File: src/sv/calendar_date_counter_assert.svh
// assertion macros for the calendar date counter
// expects clk and rst_n in the scope of each use
`ifndef CALENDAR_DATE_COUNTER_ASSERT_SVH
`define CALENDAR_DATE_COUNTER_ASSERT_SVH

// condition holds at every clock edge out of reset
`define CDC_ASSERT_ALWAYS(label, cond, msg) \
    label: assert property (@(posedge clk) disable iff (!rst_n) (cond)) else $error(msg);

// consequence holds in the same cycle as the antecedent
`define CDC_ASSERT_IMPLIES(label, ante, cons, msg) \
    label: assert property (@(posedge clk) disable iff (!rst_n) (ante) |-> (cons)) \
        else $error(msg);

// consequence holds in the cycle after the antecedent
`define CDC_ASSERT_NEXT(label, ante, cons, msg) \
    label: assert property (@(posedge clk) disable iff (!rst_n) (ante) |=> (cons)) \
        else $error(msg);

`endif

File: src/sv/cdc_pkg.sv
// shared types, constants and month length function for the date counter
// no dependencies
package cdc_pkg;

    // command codes
    typedef enum logic [1:0] {
        CMD_LOAD = 2'd0,
        CMD_INC  = 2'd1,
        CMD_DEC  = 2'd2,
        CMD_CMP  = 2'd3
    } cmd_t;

    // year limits and default date
    localparam logic [13:0] YEAR_MIN     = 14'd1000;
    localparam logic [13:0] YEAR_MAX     = 14'd9999;
    localparam logic [13:0] YEAR_DEFAULT = 14'd2000;
    localparam logic [3:0]  MONTH_FIRST  = 4'd1;
    localparam logic [3:0]  MONTH_LAST   = 4'd12;
    localparam logic [3:0]  MONTH_LIMIT  = 4'd13;
    localparam logic [4:0]  DAY_FIRST    = 5'd1;

    // month lengths
    localparam logic [4:0] FEB_DAYS      = 5'd28;
    localparam logic [4:0] FEB_LEAP_DAYS = 5'd29;
    localparam logic [4:0] SHORT_DAYS    = 5'd30;
    localparam logic [4:0] LONG_DAYS     = 5'd31;

    // divisibility by 25 through a scaled reciprocal, exact for 14 bit years
    localparam int          DIV25_SHIFT = 19;
    localparam logic [14:0] DIV25_MUL   = 15'd20972;

    // input item
    typedef struct packed {
        cmd_t        command;
        logic [4:0]  day_in;
        logic [3:0]  month_in;
        logic [13:0] year_in;
    } in_t;

    // result item
    typedef struct packed {
        logic [4:0]  day_out;
        logic [3:0]  month_out;
        logic [13:0] year_out;
        logic        is_less;
        logic        is_equal;
        logic        corrected;
        logic        wrapped;
    } out_t;

    // stored date
    typedef struct packed {
        logic [4:0]  day;
        logic [3:0]  month;
        logic [13:0] year;
    } date_t;

    // days in a month; a month outside 1..12 counts as a long month
    function automatic logic [4:0] days_in(input logic [3:0] m, input logic leap);
        logic [4:0] d;
        case (m)
            4'd2:                   d = leap ? FEB_LEAP_DAYS : FEB_DAYS;
            4'd4, 4'd6, 4'd9, 4'd11: d = SHORT_DAYS;
            default:                d = LONG_DAYS;
        endcase
        return d;
    endfunction

endpackage

File: src/sv/calendar_date_counter.sv
// Gregorian date counter top level: input register, date register, result register
// uses cdc_pkg, cdc_next and calendar_date_counter_assert.svh
//
// Usage: commands arrive on the cmd channel (cmd_valid, cmd_stall, cmd_item)
// and one result item per command leaves on the date channel (date_valid,
// date_stall, date_item). A command item is taken at a clock edge with
// cmd_valid high and cmd_stall low; a result is taken likewise on the date side.
// Result path: input register, then result register when no stalled result waits.
// Throughput: one command per clock unless stalled; the stored date is updated
// in the same cycle that the result register loads, so commands may follow back
// to back. The date register, updated through one pass of the step logic,
// sets this. Reset: the stored date becomes 01/01/2000 and both item registers
// empty. Stall: while date_stall holds a waiting result, one more command is
// still taken into the input register; cmd_stall then rises until the result
// drains.
`include "calendar_date_counter_assert.svh"

module calendar_date_counter (
    input  logic          clk,
    input  logic          rst_n,
    input  logic          cmd_valid,
    output logic          cmd_stall,
    input  cdc_pkg::in_t  cmd_item,
    output logic          date_valid,
    input  logic          date_stall,
    output cdc_pkg::out_t date_item
);

    logic           in_valid_reg;
    logic           in_valid_next;
    cdc_pkg::in_t   in_item_reg;
    logic           out_valid_reg;
    logic           out_valid_next;
    cdc_pkg::out_t  out_item_reg;
    cdc_pkg::date_t date_reg;
    cdc_pkg::date_t date_next;
    cdc_pkg::out_t  result;
    logic           advance;

    // step logic
    cdc_next u_next (
        .item   (in_item_reg),
        .cur    (date_reg),
        .nxt    (date_next),
        .result (result)
    );

    // handshake control
    assign advance       = in_valid_reg && (!out_valid_reg || !date_stall);
    assign cmd_stall     = in_valid_reg && !advance;
    assign in_valid_next = cmd_stall ? in_valid_reg : cmd_valid;
    assign out_valid_next = advance ? 1'b1 : (date_stall ? out_valid_reg : 1'b0);

    // valid flags and stored date
    always_ff @(posedge clk or negedge rst_n)
    begin
        if (!rst_n)
        begin
            in_valid_reg   <= 1'b0;
            out_valid_reg  <= 1'b0;
            date_reg.day   <= cdc_pkg::DAY_FIRST;
            date_reg.month <= cdc_pkg::MONTH_FIRST;
            date_reg.year  <= cdc_pkg::YEAR_DEFAULT;
        end
        else
        begin
            in_valid_reg  <= in_valid_next;
            out_valid_reg <= out_valid_next;
            if (advance)
            begin
                date_reg <= date_next;
            end
        end
    end

    // item payload registers
    always_ff @(posedge clk)
    begin
        if (cmd_valid && !cmd_stall)
        begin
            in_item_reg <= cmd_item;
        end
        if (advance)
        begin
            out_item_reg <= result;
        end
    end

    assign date_valid = out_valid_reg;
    assign date_item  = out_item_reg;

    // checks
    `CDC_ASSERT_IMPLIES(a_out_matches_date, out_valid_reg, (out_item_reg.day_out == date_reg.day) && (out_item_reg.month_out == date_reg.month) && (out_item_reg.year_out == date_reg.year), "result date differs from stored date")
    `CDC_ASSERT_IMPLIES(a_wrap_default, out_valid_reg && out_item_reg.wrapped, (date_reg.day == cdc_pkg::DAY_FIRST) && (date_reg.month == cdc_pkg::MONTH_FIRST) && (date_reg.year == cdc_pkg::YEAR_DEFAULT), "wrap without default date")
    `CDC_ASSERT_IMPLIES(a_stall_cause, cmd_stall, out_valid_reg && date_stall && in_valid_reg, "input stalled without back pressure")
    `CDC_ASSERT_ALWAYS(a_flags_exclusive, $countones({out_item_reg.is_less, out_item_reg.is_equal, out_item_reg.corrected, out_item_reg.wrapped}) <= 1 || !out_valid_reg, "more than one result flag set")

endmodule

File: src/sv/cdc_leap.sv
// leap year detector for a 14 bit year
// uses cdc_pkg for the reciprocal constants
module cdc_leap (
    input  logic [13:0] year,
    output logic        leap
);

    localparam int PROD_W = 29;

    logic [PROD_W-1:0] prod;
    logic              div4;
    logic              div16;
    logic              div25;

    // fractional part of year/25 is near zero exactly when 25 divides year
    assign prod  = PROD_W'(year) * PROD_W'(cdc_pkg::DIV25_MUL);
    assign div25 = prod[cdc_pkg::DIV25_SHIFT-1:0]
                   < cdc_pkg::DIV25_SHIFT'(cdc_pkg::DIV25_MUL);
    assign div4  = (year[1:0] == 2'd0);
    assign div16 = (year[3:0] == 4'd0);

    // divisible by 4, and not by 100 unless by 400
    assign leap = div4 && (!div25 || div16);

endmodule

File: src/sv/cdc_next.sv
// next date and result flags for one command
// uses cdc_pkg and cdc_leap
module cdc_next (
    input  cdc_pkg::in_t   item,
    input  cdc_pkg::date_t cur,
    output cdc_pkg::date_t nxt,
    output cdc_pkg::out_t  result
);

    logic        cur_leap;
    logic        in_leap;
    logic        year_ok;
    logic        month_ok;
    logic        day_ok;
    logic        load_leap;
    logic [13:0] load_year;
    logic [3:0]  load_month;
    logic [4:0]  cur_len;
    logic [4:0]  prev_len;
    logic        is_less;
    logic        is_equal;

    cdc_leap u_cur_leap (
        .year (cur.year),
        .leap (cur_leap)
    );

    cdc_leap u_in_leap (
        .year (item.year_in),
        .leap (in_leap)
    );

    // load validation
    assign year_ok    = (item.year_in >= cdc_pkg::YEAR_MIN) && (item.year_in <= cdc_pkg::YEAR_MAX);
    assign month_ok   = (item.month_in >= cdc_pkg::MONTH_FIRST)
                        && (item.month_in < cdc_pkg::MONTH_LIMIT);
    assign load_year  = year_ok ? item.year_in : cdc_pkg::YEAR_DEFAULT;
    assign load_month = month_ok ? item.month_in : cdc_pkg::MONTH_FIRST;
    // the default year is a leap year
    assign load_leap  = year_ok ? in_leap : 1'b1;
    assign day_ok     = (item.day_in >= cdc_pkg::DAY_FIRST)
                        && (item.day_in <= cdc_pkg::days_in(load_month, load_leap));

    // month lengths for stepping
    assign cur_len  = cdc_pkg::days_in(cur.month, cur_leap);
    assign prev_len = cdc_pkg::days_in(cur.month - 4'd1, cur_leap);

    // raw lexicographic compare, year then month then day
    assign is_less  = {cur.year, cur.month, cur.day}
                      < {item.year_in, item.month_in, item.day_in};
    assign is_equal = {cur.year, cur.month, cur.day}
                      == {item.year_in, item.month_in, item.day_in};

    // command decode
    always_comb
    begin
        nxt              = cur;
        result.is_less   = 1'b0;
        result.is_equal  = 1'b0;
        result.corrected = 1'b0;
        result.wrapped   = 1'b0;
        case (item.command)
            cdc_pkg::CMD_LOAD:
            begin
                nxt.year         = load_year;
                nxt.month        = load_month;
                nxt.day          = day_ok ? item.day_in : cdc_pkg::DAY_FIRST;
                result.corrected = !(year_ok && month_ok && day_ok);
            end
            cdc_pkg::CMD_INC:
            begin
                if (cur.day >= cur_len)
                begin
                    nxt.day = cdc_pkg::DAY_FIRST;
                    if (cur.month >= cdc_pkg::MONTH_LAST)
                    begin
                        nxt.month = cdc_pkg::MONTH_FIRST;
                        if (cur.year >= cdc_pkg::YEAR_MAX)
                        begin
                            nxt.year       = cdc_pkg::YEAR_DEFAULT;
                            result.wrapped = 1'b1;
                        end
                        else
                        begin
                            nxt.year = cur.year + 14'd1;
                        end
                    end
                    else
                    begin
                        nxt.month = cur.month + 4'd1;
                    end
                end
                else
                begin
                    nxt.day = cur.day + 5'd1;
                end
            end
            cdc_pkg::CMD_DEC:
            begin
                if (cur.day <= cdc_pkg::DAY_FIRST)
                begin
                    if (cur.month <= cdc_pkg::MONTH_FIRST)
                    begin
                        if (cur.year <= cdc_pkg::YEAR_MIN)
                        begin
                            nxt.year       = cdc_pkg::YEAR_DEFAULT;
                            nxt.month      = cdc_pkg::MONTH_FIRST;
                            nxt.day        = cdc_pkg::DAY_FIRST;
                            result.wrapped = 1'b1;
                        end
                        else
                        begin
                            // december is always a long month
                            nxt.year  = cur.year - 14'd1;
                            nxt.month = cdc_pkg::MONTH_LAST;
                            nxt.day   = cdc_pkg::LONG_DAYS;
                        end
                    end
                    else
                    begin
                        nxt.month = cur.month - 4'd1;
                        nxt.day   = prev_len;
                    end
                end
                else
                begin
                    nxt.day = cur.day - 5'd1;
                end
            end
            cdc_pkg::CMD_CMP:
            begin
                result.is_less  = is_less;
                result.is_equal = is_equal;
            end
            default:
            begin
                nxt = cur;
            end
        endcase
        result.day_out   = nxt.day;
        result.month_out = nxt.month;
        result.year_out  = nxt.year;
    end

endmodule
File: config.mk
export PLATFORM = sky130hd
export DESIGN_NAME = calendar_date_counter
export DESIGN_NICKNAME = d
export VERILOG_FILES = /design/src/sv/cdc_pkg.sv /design/src/sv/calendar_date_counter.sv /design/src/sv/cdc_leap.sv /design/src/sv/cdc_next.sv
export VERILOG_INCLUDE_DIRS = /design/src /design/src/sv
export SDC_FILE = /design/constraint.sdc
export NUM_CORES = 1
export LEC_CHECK = 0
export BUFFER_PORTS_ARGS = -buffer_cell sky130_fd_sc_hd__clkbuf_2
export CORE_AREA = 2 2 159 277
export CTS_BUF_LIST = sky130_fd_sc_hd__clkbuf_4
export CTS_CLUSTER_SIZE = 40
export DETAILED_ROUTE_END_ITERATION = 8
export DIE_AREA = 0 0 161 279
export GPL_TIMING_DRIVEN = 0
export HOLD_SLACK_MARGIN = 0.12
export PLACE_DENSITY = 0.53
export SLEW_MARGIN = 15
export SYNTH_ARGS = -nofsm -noshare
export SYNTH_HDL_FRONTEND = slang
export SYNTH_SLANG_ARGS = --single-unit
File: constraint.sdc
create_clock -name clk -period 7.1 [get_ports clk]
set_input_delay 0.355 -clock clk [delete_from_list [all_inputs] [get_ports clk]]
set_output_delay 0.355 -clock clk [all_outputs]
set_load 0.01 [all_outputs]
Word level (Yosys, flattened, before mapping)
Index checks and enable logic that the tools add are counted.

Input port bits: 29. Register bits after elaboration: 77.

Eq/ne operators: 20. Add/subtract/negate cells: 6. Multiplexer cells: 29. Magnitude comparators: 15. $mul: 2. Reductions and logical operators: 28.

Operator list (count): case mux 23 bit (3 select lines) (1); 2-to-1 mux 14 bit (4); less-than comparator 19 x 15 -> 1 bit (second input constant) (2); 2-to-1 mux 18 bit (2); multiplier 14 x 13 -> 17 bit (second input constant) (2); case mux 5 bit (2 select lines) (3); equality test 4 x 3 -> 1 bit (second input constant) (6); equality test 4 bit (second input constant) (6); equality test 23 bit (1); less-than comparator 23 bit (1); 2-to-1 mux 23 bit (1); 2-to-1 mux 5 bit (3); adder 14 x 1 -> 14 bit (second input constant) (1); greater-or-equal comparator 14 x 10 -> 1 bit (second input constant) (1); greater-or-equal comparator 14 bit (second input constant) (1); less-or-equal comparator 14 x 10 -> 1 bit (second input constant) (1); less-or-equal comparator 14 bit (second input constant) (1); subtractor 14 x 1 -> 14 bit (second input constant) (1); equality test 4 x 2 -> 1 bit (second input constant) (3); OR reduction 4 bit (3); 2-to-1 mux 1 bit (11); logical AND 1 bit (10); 2-to-1 mux 9 bit (1); logical NOT 4 bit (2); 20 further kinds (32).

Longest topological paths before layout
Depth in word-level cells: 12. Mapped depth: 29. Depth with buffers taken out: 27.

By module
Synthesis repeated with hierarchy kept, for this count alone.

Cell total of the unflattened synthesis: 1210. Area total of the unflattened synthesis: 11244.5 um^2.

Modules (own cells, without submodules): cdc_next (cells each 487, area each 3194.3 um^2, instances 1, sequential area each 0.0 um^2); cdc_leap at u_next.u_in_leap (cells each 311, area each 2767.7 um^2, instances 1, sequential area each 0.0 um^2); cdc_leap at u_next.u_cur_leap (cells each 304, area each 2755.1 um^2, instances 1, sequential area each 0.0 um^2); calendar_date_counter (cells each 108, area each 2527.4 um^2, instances 1, sequential area each 2197.1 um^2).

Least setup slack after synthesis
OpenSTA, ideal clock, no wires.

Path type: reg2reg. From: register date_reg[4] (netlist name). To: register out_item_reg, in the netlist date_item[15] (data pin). Stages on the path, launching flop included: 27. Arrival: 6.704 ns. Library setup time: 0.273 ns. Clock period less this slack: 6.976 ns. Path slack: 0.124 ns. Path through: dfstp_2 -> inv_1 -> fa_1 -> inv_1 -> ha_1 -> fa_1 -> inv_1 -> fa_1 -> fa_1 -> inv_1 -> ha_1 -> a21oi_1 -> or2b_1 -> a311oi_1 -> nor2_1 -> nor3_1 -> o2111ai_2 -> a21boi_1 -> o21ai_1 -> ha_1 -> nand2b_1 -> a21oi_1 -> or3_1 -> o31ai_4 -> a21oi_1 -> a2111oi_0 -> nor2_1.

RTL lines: end signal, assigned (RTL line calendar_date_counter.sv:85) `out_item_reg <= result;`; end, declared (RTL line calendar_date_counter.sv:34) `cdc_pkg::out_t out_item_reg;`.

==> reports/qor.yml <==
synth:
  syn_area_per_cell_um2: 9.438
  ys_warn_count: 0
  synthAdderAreaFrac_pct: 40.87
  synth_cell_types: 83
  ys_seq_area_share_pct: 20.07
  synth-simple-area-share_pct: 9.509
  syn_nets: 1489
  syn_area_um2: 10950
  synth.area.mux_share_pct: 1.200
  ys_ff_latch: 77
  synth_ff_type: "edfxtp_1"
  synth-xor-area-share_pct: 3.623
  synth_compound_area_share_pct: 15.34
  async_flop_share_pct: 32.47
  synthCells: 1160
  synth_top_family_by_area: "adder cells"
  synth_enable_flop_cells: 52
grt:
  antenna_found_initial: 1
  grt_pass1_vias: 9685
  grt_usage_pct: 15.66
  grt_pass1_wl_um: 53300
  grt_overflow: 0
  grt_max_degree: 26
worst_hold_path:
  hold_class: "in2async"
routing:
  postRouteAntennaNets: 0
  drc: 0
  wl_per_cell_um: 18.33
  dr.pass1.iters: 5
  finalWirelength_um: 34440
  drtIter0Drc: 363
  vias_per_cell: 4.779
  dr_total_vias: 8980
setup_path:
  r2r-end: "date_item[6]$_DFFE_PP_"
  r2r_slack_ns: 0.01
  r2r_cells: 28
  start_kind: "flop"
  critPathRequiredTime_ns: 7.37
  arrival_ns: 7.35
  timing.rr.start: "date_reg[6]$_DFFE_PN1P_"
  path_class: "reg2reg"
  critPathCaptureType: "flop"
  critical-path-slowest-cell: "dfstp_4"
  cp_max_fo: 4
  path_common_cell: "fa_1"
  critPathMaxStageDelay_ns: 0.67
timing:
  finalSetupViolCount: 0
  tightest_slew_ns: 0.9381
  slew_headroom_pct: 37.12
  whs_ns: 0.4584
  fmax_mhz: 141.1
  rsz0062_at_grt: "yes"
  maxSlewViolCount: 0
  hold_viol: 0
  period_share_pct: 99.79
  fin_skew_ns: 0.02621
  fin_crit_ns: 7.085
placement:
  place_hpwl_um: 27320
  gp_routability_congestion: 0.9204
  dp.cells: 1779
  portBuffers: 57
cells_and_area:
  largest_reg_flops: 27
  mostFrequentLayoutCell: "inv_1"
  drive_gt1_share_pct: 18.53
  fin_cells: 1879
  syn2layout_area_growth_pct: 21.58
  fin_nets: 1641
  final_cell_mix: "inv_1, ha_1, fa_1"
die:
  fp-row-count: 100
  io_pins: 58
  die_y_um: 279
  initial_core_util_pct: 25.74
  dieArea_um2: 44920
  core_area_um2: 42540
  die-width_um: 161
clocking:
  cts.path.max_buffers: 2
  clock-sinks: 77
  cts_buffers: 9
  cts_tree: "yes"
  clkTransAtPathRegs_ns: 0.15
  clockRootBuffer: "clkbuf_4"
  cts_htree_levels: 3
  insertion_delay_ns: 0.52
run:
  cap_violations: 0
outcome:
  outcome: "finished, final reports clean"
## layer usage
metal / share of wire, % / track usage [%]
met5: 0 / 0
met4: 8.6 / 12.20
met3: 2.5 / 1.634
met2: 54 / 30.24
met1: 35 / 14.83
## kinds of logic after synthesis
family	count (synthesis)
AO/OA/AOI/OAI	256
AND/OR/NAND/NOR	206
buffers and inverters	267
flip-flops	77
XOR/XNOR	42
multiplexers	12
adder cells (fa/ha/maj)	300
## worst max-delay path: cells and delay by family (launching register included)
family	cells	cell delay, ns
AO/OA/AOI/OAI	11	1.63
adder cells (fa/ha/maj)	7	2.68
buffers and inverters	6	0.58
flip-flops	1	0.67
AND/OR/NAND/NOR	4	1.25
## Yosys cell counts, types with 6 or more instances
library cell	count	area share [%]
dfstp_2	8	1.9
clkbuf_1	9	0.31
a21oi_1	60	2.7
nand2_1	43	1.5
a31oi_1	9	0.51
xnor2_1	32	2.6
nor2_1	54	1.9
nand4_1	9	0.51
mux2_2	9	0.93
edfxtp_1	52	14
inv_1	245	8.4
a21o_1	11	0.75
a211oi_1	10	0.69
nor2b_1	8	0.46
fa_1	96	18
nand3_1	26	1.2
ha_1	204	23
o211ai_1	6	0.41
o21ai_0	70	3.2
and2_1	7	0.40
nor3_1	10	0.46
dfrtp_1	17	3.9
nand2b_1	11	0.63
xor2_1	7	0.56
and3_1	9	0.51
a221oi_1	6	0.48
o21a_1	11	0.75
## worst max path at each step
stage                                   end  slack (ns)  cells past startpoint                    start
floorplan           date_item[15]$_DFFE_PP_        0.12                     26  date_reg[4]$_DFFE_PN1P_
global placement     date_item[9]$_DFFE_PP_       -1.29                     27  date_reg[5]$_DFFE_PN0P_
detailed placement   date_item[9]$_DFFE_PP_       -1.38                     27  date_reg[5]$_DFFE_PN0P_
CTS                  date_item[9]$_DFFE_PP_       -0.01                     29  date_reg[6]$_DFFE_PN1P_
global route         date_item[6]$_DFFE_PP_       -0.24                     28  date_reg[6]$_DFFE_PN1P_
finish               date_item[6]$_DFFE_PP_        0.01                     28  date_reg[6]$_DFFE_PN1P_
## layout make-up
cell class,count,area (um^2)
clock inverters,6,87.58
flip-flops and latches,77,2227
plain buffers,20,107.6
inverters,247,942.2
repair buffers,141,1055
multi-input cells,816,8112
well taps,561,701.9
diodes,1,2.502
fillers,4546,29230
clock buffers,10,75.07
## repair_timing
item	4_1_cts	5_1_grt
setup buffers	42	15
endpoints found under the hold margin	44	0
hold buffers	28	0
setup endpoints to repair	47	35
gates resized for setup	77	38
pin swaps	28	28
## stage by stage
stage / setup TNS [ns] / cell area, um^2 / utilization (%) / worst slack [ns]
finish: 0 / 13310 / 31.29 / 0.01482
global route: -1.345 / 13310 / 31.29 / -0.2367
CTS: -0.01826 / 13070 / 30.72 / -0.01325
detailed placement: -35.96 / 11960 / 28.11 / -1.385
global placement: -31.31 / 11940 / 28.06 / -1.290
floorplan: 0 / 10950 / - / 0.1236
Power is not shown: default switching activity piles up to over one toggle a cycle in this logic, so the estimate is an artifact.
